**config.mk**
```make
export PLATFORM = sky130hd
export DESIGN_NAME = branch_and_status_register_execute
export DESIGN_NICKNAME = d
export VERILOG_FILES = /design/src/rtl/bsr_pkg.sv /design/src/rtl/bsr_exec.sv /design/src/rtl/branch_and_status_register_execute.sv
export SDC_FILE = /design/constraint.sdc
export NUM_CORES = 1
export LEC_CHECK = 0
export BUFFER_PORTS_ARGS = -buffer_cell sky130_fd_sc_hd__clkbuf_2
export CAP_MARGIN = 25
export CORE_ASPECT_RATIO = 1.5
export CORE_MARGIN = 10
export CORE_UTILIZATION = 58
export CTS_CLUSTER_SIZE = 16
export DETAILED_ROUTE_END_ITERATION = 16
export HOLD_SLACK_MARGIN = 0.15
export PLACE_DENSITY = 0.85
export SYNTH_ARGS = -nofsm -noshare
export SYNTH_HDL_FRONTEND = slang
export SYNTH_SLANG_ARGS = --single-unit
```
**constraint.sdc**
```tcl
create_clock -name clock -period 56.7 [get_ports clock]
set_clock_uncertainty 0.1 [all_clocks]
set_input_delay 17.01 -clock clock [delete_from_list [all_inputs] [get_ports clock]]
set_output_delay 17.01 -clock clock [all_outputs]
set_load 0.005 [all_outputs]
```
**src/rtl/bsr_pkg.sv**
```systemverilog
// Shared types, codes and masks for the branch and status register execute block.
`default_nettype none
package bsr_pkg;

   localparam logic [31:0] MASK_UNALLOC = 32'h06FF_FF00;
   localparam logic [31:0] MASK_USER    = 32'hF800_0000;
   localparam logic [31:0] MASK_PRIV    = 32'h0000_000F;
   localparam logic [31:0] MASK_STATE   = 32'h0100_0020;
   localparam logic [31:0] T_BIT        = 32'h0000_0020;
   localparam logic [31:0] PC_ALIGN     = 32'hFFFF_FFFE;
   localparam logic [31:0] BYTE0        = 32'h0000_00FF;
   localparam logic [31:0] BYTE1        = 32'h0000_FF00;
   localparam logic [31:0] BYTE2        = 32'h00FF_0000;
   localparam logic [31:0] BYTE3        = 32'hFF00_0000;
   localparam logic [31:0] LINK_OFFSET  = 32'd4;

   localparam logic [4:0] MODE_USR = 5'h10;
   localparam logic [4:0] MODE_SYS = 5'h1F;

   localparam logic ACTION_BRANCH = 1'b0;
   localparam logic ACTION_MISC   = 1'b1;

   // opcode fields of the miscellaneous class
   localparam logic [7:0] OP_BX_GROUP  = 8'h12;
   localparam logic [3:0] OP_BLX_REG   = 4'h3;
   localparam logic [4:0] OP_PSR_REG   = 5'b00010;
   localparam logic [4:0] OP_MSR_IMM   = 5'b00110;
   localparam logic [1:0] OP_MRS_LOW   = 2'b00;
   localparam logic [1:0] OP_MSR_LOW   = 2'b10;
   localparam logic [3:0] OP_MSR_SHIFT = 4'h0;

   typedef enum logic [1:0] {
      STATUS_OK    = 2'd0,
      STATUS_UNDEF = 2'd1,
      STATUS_THUMB = 2'd2
   } status_type;

   typedef struct packed {
      logic        action;
      logic [31:0] instruction;
      logic [31:0] pc_now;
      logic [31:0] rm_value;
      logic [31:0] cpsr_now;
      logic [31:0] spsr_now;
   } req_type;

   typedef struct packed {
      status_type  status;
      logic        pc_write;
      logic [31:0] pc_next;
      logic        lr_write;
      logic [31:0] lr_value;
      logic        rd_write;
      logic [3:0]  rd_index;
      logic [31:0] rd_value;
      logic        cpsr_write;
      logic [31:0] cpsr_next;
      logic        spsr_write;
      logic [31:0] spsr_next;
   } rsp_type;

endpackage
`default_nettype wire

```
**src/rtl/bsr_exec.sv**
```systemverilog
// Decode and result logic for one instruction, between the input and result registers.
`default_nettype none
module bsr_exec (
   input  var bsr_pkg::req_type req,
   output bsr_pkg::rsp_type     rsp
);

   logic [31:0] ins;
   logic [31:0] branch_offset;
   logic [31:0] link_addr;
   logic [63:0] imm_pair;
   logic [4:0]  imm_rot;
   logic [31:0] imm_op;
   logic [31:0] msr_op;
   logic [31:0] bytes;
   logic [31:0] mask;
   logic [4:0]  mode;
   logic        is_blx;
   logic        is_mrs;
   logic        is_msr_imm;
   logic        is_msr_reg;

   assign ins           = req.instruction;
   assign mode          = req.cpsr_now[4:0];
   assign branch_offset = {{6{ins[23]}}, ins[23:0], 2'b00};
   assign link_addr     = req.pc_now - bsr_pkg::LINK_OFFSET;

   assign imm_rot  = {ins[11:8], 1'b0};
   assign imm_pair = {24'd0, ins[7:0], 24'd0, ins[7:0]} >> imm_rot;
   assign imm_op   = imm_pair[31:0];

   assign is_blx     = (ins[27:20] == bsr_pkg::OP_BX_GROUP) && (ins[7:4] == bsr_pkg::OP_BLX_REG);
   assign is_mrs     = (ins[27:23] == bsr_pkg::OP_PSR_REG) && (ins[21:20] == bsr_pkg::OP_MRS_LOW);
   assign is_msr_imm = (ins[27:23] == bsr_pkg::OP_MSR_IMM) && (ins[21:20] == bsr_pkg::OP_MSR_LOW);
   assign is_msr_reg = (ins[27:23] == bsr_pkg::OP_PSR_REG) && (ins[21:20] == bsr_pkg::OP_MSR_LOW)
                       && (ins[7:4] == bsr_pkg::OP_MSR_SHIFT);

   assign msr_op = is_msr_imm ? imm_op : req.rm_value;
   assign bytes  = (ins[16] ? bsr_pkg::BYTE0 : 32'd0) | (ins[17] ? bsr_pkg::BYTE1 : 32'd0) |
                   (ins[18] ? bsr_pkg::BYTE2 : 32'd0) | (ins[19] ? bsr_pkg::BYTE3 : 32'd0);

   always_comb begin
      if (ins[22]) begin
         mask = bytes & (bsr_pkg::MASK_USER | bsr_pkg::MASK_PRIV | bsr_pkg::MASK_STATE);
      end else if (mode == bsr_pkg::MODE_USR) begin
         mask = bytes & bsr_pkg::MASK_USER;
      end else if ((msr_op & bsr_pkg::MASK_STATE) == 32'd0) begin
         mask = bytes & (bsr_pkg::MASK_USER | bsr_pkg::MASK_PRIV);
      end else begin
         mask = 32'd0;
      end
   end

   always_comb begin
      rsp = '0;
      rsp.status = bsr_pkg::STATUS_OK;
      if (req.action == bsr_pkg::ACTION_BRANCH) begin
         rsp.pc_write = 1'b1;
         rsp.pc_next  = req.pc_now + branch_offset;
         rsp.lr_write = ins[24];
         rsp.lr_value = ins[24] ? link_addr : 32'd0;
      end else begin
         priority if (is_blx) begin
            if (req.rm_value[0]) begin
               rsp.status = bsr_pkg::STATUS_THUMB;
            end else begin
               rsp.pc_write   = 1'b1;
               rsp.pc_next    = req.rm_value & bsr_pkg::PC_ALIGN;
               rsp.lr_write   = 1'b1;
               rsp.lr_value   = link_addr;
               rsp.cpsr_write = 1'b1;
               rsp.cpsr_next  = req.cpsr_now & ~bsr_pkg::T_BIT;
            end
         end else if (is_mrs) begin
            rsp.rd_write = 1'b1;
            rsp.rd_index = ins[15:12];
            rsp.rd_value = ins[22] ? req.spsr_now : req.cpsr_now;
         end else if (is_msr_imm || is_msr_reg) begin
            // an operand touching unallocated bits writes nothing
            if ((msr_op & bsr_pkg::MASK_UNALLOC) == 32'd0) begin
               if (!ins[22]) begin
                  rsp.cpsr_write = 1'b1;
                  rsp.cpsr_next  = (req.cpsr_now & ~mask) | (msr_op & mask);
               end else if ((mode != bsr_pkg::MODE_USR) && (mode != bsr_pkg::MODE_SYS)) begin
                  rsp.spsr_write = 1'b1;
                  rsp.spsr_next  = (req.spsr_now & ~mask) | (msr_op & mask);
               end
            end
         end else begin
            rsp.status = bsr_pkg::STATUS_UNDEF;
         end
      end
   end

endmodule
`default_nettype wire

```
**src/rtl/branch_and_status_register_execute.sv**
```systemverilog
// Top level of the branch and status register execute block: input and result registers.
//
//   channel | ports  | direction | payload
//   --------+--------+-----------+--------------------------------------------
//   request | req_*  | in        | action, instruction, pc_now, rm_value, psrs
//   result  | rsp_*  | out       | status and the pc/lr/rd/cpsr/spsr writes
//
// One transfer in per cycle while rsp_stall is low; rsp_valid rises once the
// request has passed the input and then the result register, with decode in between.
// Reset (synchronous, active high) clears both stage valid bits only.
// rsp_stall holds the result register; the input stage keeps accepting while
// the result stage is free or draining, so req_stall rises only when both are full.
`default_nettype none
module branch_and_status_register_execute (
   input  var logic        clock,
   input  var logic        reset,

   input  var logic        req_valid,
   output logic            req_stall,
   input  var logic        req_action,
   input  var logic [31:0] req_instruction,
   input  var logic [31:0] req_pc_now,
   input  var logic [31:0] req_rm_value,
   input  var logic [31:0] req_cpsr_now,
   input  var logic [31:0] req_spsr_now,

   output logic            rsp_valid,
   input  var logic        rsp_stall,
   output logic [1:0]      rsp_status,
   output logic            rsp_pc_write,
   output logic [31:0]     rsp_pc_next,
   output logic            rsp_lr_write,
   output logic [31:0]     rsp_lr_value,
   output logic            rsp_rd_write,
   output logic [3:0]      rsp_rd_index,
   output logic [31:0]     rsp_rd_value,
   output logic            rsp_cpsr_write,
   output logic [31:0]     rsp_cpsr_next,
   output logic            rsp_spsr_write,
   output logic [31:0]     rsp_spsr_next
);

   // input stage
   logic              in_valid_ff;
   bsr_pkg::req_type  in_data_ff;
   bsr_pkg::req_type  in_data_in;

   // result stage
   logic              out_valid_ff;
   bsr_pkg::rsp_type  out_data_ff;
   bsr_pkg::rsp_type  out_data_in;

   logic              out_free;
   logic              advance;
   logic              in_load;

   assign out_free  = !out_valid_ff || !rsp_stall;
   assign advance   = in_valid_ff && out_free;
   assign in_load   = !in_valid_ff || advance;
   assign req_stall = !in_load;

   assign in_data_in = '{
      action:      req_action,
      instruction: req_instruction,
      pc_now:      req_pc_now,
      rm_value:    req_rm_value,
      cpsr_now:    req_cpsr_now,
      spsr_now:    req_spsr_now
   };

   bsr_exec u_exec (
      .req (in_data_ff),
      .rsp (out_data_in)
   );

   always_ff @(posedge clock) begin
      if (reset) begin
         in_valid_ff  <= 1'b0;
         out_valid_ff <= 1'b0;
      end else begin
         if (in_load) begin
            in_valid_ff <= req_valid;
         end
         if (out_free) begin
            out_valid_ff <= in_valid_ff;
         end
      end
   end

   // payload registers, no reset
   always_ff @(posedge clock) begin
      if (in_load && req_valid) begin
         in_data_ff <= in_data_in;
      end
      if (advance) begin
         out_data_ff <= out_data_in;
      end
   end

   assign rsp_valid      = out_valid_ff;
   assign rsp_status     = out_data_ff.status;
   assign rsp_pc_write   = out_data_ff.pc_write;
   assign rsp_pc_next    = out_data_ff.pc_next;
   assign rsp_lr_write   = out_data_ff.lr_write;
   assign rsp_lr_value   = out_data_ff.lr_value;
   assign rsp_rd_write   = out_data_ff.rd_write;
   assign rsp_rd_index   = out_data_ff.rd_index;
   assign rsp_rd_value   = out_data_ff.rd_value;
   assign rsp_cpsr_write = out_data_ff.cpsr_write;
   assign rsp_cpsr_next  = out_data_ff.cpsr_next;
   assign rsp_spsr_write = out_data_ff.spsr_write;
   assign rsp_spsr_next  = out_data_ff.spsr_next;

endmodule
`default_nettype wire

```
Yosys cells after proc, flatten, opt, wreduce, memory -nomap -nowiden

Cells that the tools add are included.

Register bits: 330
Output and inout port bits: 173
Logic and storage cells: 95
Input port bits: 165

Bitwise operators: 15
Reductions and logical operators: 23
Add/subtract/negate cells: 2
Muxes and demuxes: 26
Equality and inequality tests: 8
Shift operators: 1

Operator list:

| cell                                                | number |
|---|---|
| two-way mux 66 bit                                  | 5 |
| two-way mux 32 bit                                  | 7 |
| two-way mux 33 bit                                  | 5 |
| OR 32 bit                                           | 5 |
| bitwise AND 32 bit                                  | 3 |
| two-way mux 65 bit                                  | 1 |
| zero test 32 bit                                    | 2 |
| right shift 40 x 5 -> 32 bit                        | 1 |
| two-way mux 37 bit                                  | 1 |
| adder 32 bit                                        | 1 |
| inverter 32 bit                                     | 1 |
| subtractor 32 x 3 -> 32 bit, second input constant  | 1 |
| two-way mux 24 bit                                  | 1 |
| two-way mux 16 bit                                  | 1 |
| != test 5 bit, second input constant                | 2 |
| equality test 8 x 5 -> 1 bit, second input constant | 1 |
| logical AND 1 bit                                   | 8 |
| two-way mux 8 bit                                   | 1 |
| OR reduction 7 bit                                  | 1 |
| two-way mux 2 bit                                   | 3 |
| inverter 1 bit                                      | 6 |
| OR reduction 6 bit                                  | 1 |
| equality test 5 x 2 -> 1 bit, second input constant | 1 |
| equality test 5 x 3 -> 1 bit, second input constant | 1 |
| other kinds (10)                                    | 15 |

Depth between registers and ports, before layout

Depth after elaboration: 16
Gate-level depth with buffers: 11
Mapped depth without buffers: 10

Modules after synthesis

A second synthesis with hierarchy kept.

Cells, all modules: 1006
Area, all modules: 14276.2 sq um

By module, submodules not included:

| module                             | cells an instance | times used | area an instance (sq um) |
|---|---|---|---|
| branch_and_status_register_execute | 342               | 1          | 10055.9 |
| bsr_exec                           | 664               | 1          | 4220.3 |

Worst setup path after synthesis

No wires, ideal clock.

Path type: in2out
Start: in rsp_stall
End: out req_stall
Data arrival time: 17198 ps
Stages: 1
Required time: 39590 ps
Path slack: 22392 ps
Cell sequence: and3_1

Word-level cells in the longest chain between the ends: 5

Ends and longest elaborated chain:

| element           | line                                     | source |
|---|---|---|
| start, declared   | branch_and_status_register_execute.sv:28 | `input var logic rsp_stall,` |
| zero test 1 bit   | branch_and_status_register_execute.sv:57 | `assign out_free = !out_valid_ff \|\| !rsp_stall;` |
| logical OR 1 bit  | branch_and_status_register_execute.sv:57 |  |
| logical AND 1 bit | branch_and_status_register_execute.sv:58 | `assign advance = in_valid_ff && out_free;` |
| logical OR 1 bit  | branch_and_status_register_execute.sv:59 | `assign in_load = !in_valid_ff \|\| advance;` |
| zero test 1 bit   | branch_and_status_register_execute.sv:60 | `assign req_stall = !in_load;` |
| end, declared     | branch_and_status_register_execute.sv:19 | `output logic req_stall,` |

No other way between the ends.

Final worst setup path

Ends and elaborated chain as after synthesis.

==> flow_summary.yaml <==
power:
  p_per_area_nw_per_um2: 31.21
  worst_ir_drop_vdd_uv: 29.06
  power_leakage_nw: 6.787
  p_total_mw: 0.5399
finish:
  layout_common_cells: "clkbuf_2, edfxtp_1, nor2_1, nand2_1, and2_1"
  area_delta_synth_final_pct: 20.87
  final_common_cell: "clkbuf_2"
  final_nets: 1543
  drive_gt1_share_pct: 29.75
die:
  chipWidth_um: 148.3
  initial_utilization_pct: 58.77
  rows: 70
  core_area_um2: 24350
  die_h_um: 212.4
  fp.dieArea_um2: 31480
  io-pin-count: 338
sta:
  setup_viol: 0
  relSlewSlack_pct: 31.25
  finalCritPeriodShare_pct: 61.08
  finalHoldViolations: 0
  layout_setup_ws_ns: 22.07
  rsz0062_at_grt: "false"
  period_minus_slack_ns: 34.63
  tightest_slew_ns: 1.031
  slew_violations: 0
  tns_ns: 0
  fmax_mhz: 28.87
global_routing:
  antenna_found_initial: 4
  track_usage_pct: 23.13
  grt_pass1_vias: 10224
  grt_remaining_overflow: 0
  grt_max_degree: 172
  grt_pass1_wl_mm: 56.49
synthesis:
  yosys_warnings: 0
  synth.distinct_cells: 80
  netlist_instances: 1009
  yosys.area.top_type_share_pct: 68.83
  synth_top_flop_cell: "edfxtp_1"
  syn_nets: 1205
  synth_area_per_cell_um2: 14.18
  async_reset_ff_share_pct: 0
  netlist_area_um2: 14310
  yosysSeqAreaShare_pct: 69.11
  synth_edf_count: 328
  synth_top_area_cell: "edfxtp_1"
  netlist_top_cells_area: "edfxtp_1, mux2i_1, ha_1"
  ys_seq_elements: 330
worst_hold_path:
  whs_path_depth: 2
  holdPathEnd: "rsp_valid"
  hp-class: "register to register"
  min-delay-start: "in_valid_ff"
place:
  gp_congestion: 0.9143
  detailed_place_hpwl_mm: 27.19
  dpl_worst_slack_ns: 22.06
  portBuffers: 333
drt:
  drt-total-wl_mm: 37.21
  ant_nets: 0
  vias_per_cell: 5.735
  drt_iter0_markers: 694
  dr.pass1.iters: 6
  vias: 9727
  routedWlPerCell_um: 21.94
  route.detailed.drc: 0
status:
  status: "completed"
clocking:
  clock_latency_ns: 0.55
  clk_pin_slew_ns: 0.06
  hold_buffers: 0
  cts-root-buf: "clkbuf_16"
  cts_setup_buffers: 0
  cts_buffer_depth: 3
  cts_tree: "built"
  cts_buffers: 30
  cts.sinks: 330
  h-tree-depth: 1
  ctsResizeCount: 0
setup_path:
  r2r_cells: 8
  worst-endpoint-required_ns: 39.59
  reg2reg_from: "in_data_ff[136]"
  cp-end-kind: "primary output"
  r2r-end: "rsp_spsr_next[21]"
  startpoint_type: "primary input"
  critPathKind: "primary input to primary output"
  cp_data_arrival_time_ns: 17.52
  critPathMaxFanout: 3
  r2r_setup_slack_ns: 52.74
job:
  drv_cap: 0
-- logic make-up (layout without fill, tap and decap cells) --
kind of cell / Yosys count / in the layout / share of synthesized area (%)
AOI/OAI and AO/OA: 181 / 181 / 8.613
xor gates and xnor gates: 43 / 43 / 2.632
adders and majority gates: 31 / 31 / 2.763
buffers and inverters: 59 / 418 / 1.749
DFF: 330 / 330 / 69.11
muxes: 51 / 51 / 3.777
other: 0 / 4 / 0
and+or+nand+nor: 314 / 314 / 11.36
-- Yosys cell counts, types with 5 or more instances --
cell	instances
edfxtp_1	328
nor2_1	97
nand2_1	57
and2_1	54
mux2i_1	45
o21ai_0	45
a21oi_1	38
ha_1	30
xnor2_1	29
clkbuf_1	23
inv_1	23
a22o_1	17
and3_1	15
xor2_1	14
nor4_1	13
a21o_1	12
nor3_1	12
or3_1	11
nand4_1	9
nand3_1	8
o21bai_1	8
nor2b_1	7
a31oi_1	6
nand2b_1	6
o31ai_1	6
buf_2	5
-- report_power, final --
| part | internal (mW) | switching, mW | leakage (nW) |
|---|---|---|---|
| logic | 0.0215 | 0.0288 | 3.23 |
| clock network | 0.113 | 0.0839 | 0.469 |
| registers | 0.284 | 0.00847 | 3.09 |
-- worst max-delay path, stage by stage --
cell	delay (ns)
clkbuf_2	0.12
and3_1	0.25
clkbuf_2	0.14
-- through the flow --
| stage | util (%) | hold WS, ns | cells | area [um2] |
|---|---|---|---|---|
| after floorplan | - | 0.3444 | 1009 | 14310 |
| after global placement | 67.08 | 0.3713 | 1639 | 16330 |
| after detailed placement | 67.08 | 0.3918 | 1639 | 16330 |
| after CTS | 71.00 | 0.4073 | 1692 | 17290 |
| after global routing | 71.04 | 0.4562 | 1696 | 17300 |
| final | 71.04 | 0.3994 | 1696 | 17300 |
-- area by class of cell --
class / instances / area [um2]
diodes: 4 / 10.01
clock buffers: 37 / 798.3
clock inverters: 16 / 156.4
fillers: 1696 / 7052
inverters: 25 / 93.84
multi-input cells: 620 / 4199
flip-flops and latches: 330 / 9889
well taps: 324 / 405.4
repair buffers: 340 / 1744
-- worst max-delay path by stage --
stage          startpoint        end
3_5_place_dp    rsp_stall  req_stall
6_report        rsp_stall  req_stall
2_1_floorplan   rsp_stall  req_stall
3_3_place_gp    rsp_stall  req_stall
4_1_cts         rsp_stall  req_stall
5_1_grt         rsp_stall  req_stall
-- flip-flops by register name, summed over array words and instances, names as in the netlist, 2 cells and up --
register and count:
rsp_rd_index 4, rsp_spsr_next 32, rsp_lr_value 32, rsp_pc_next 32, rsp_cpsr_next 32, in_data_ff 157, rsp_status 2, rsp_rd_value 32
-- layer usage --
layer	part of all wire (%)	routed length, um	vias up	global-route usage [%]
met2	54	20010	442	41.85
li1	-	-	4513	-
met4	4.5	1677	0	10.86
met3	8.0	2993	88	5.427
met1	34	12530	4684	24.86
met5	0	0	-	0
No activity file was read; power rests on OpenSTA's default activity.
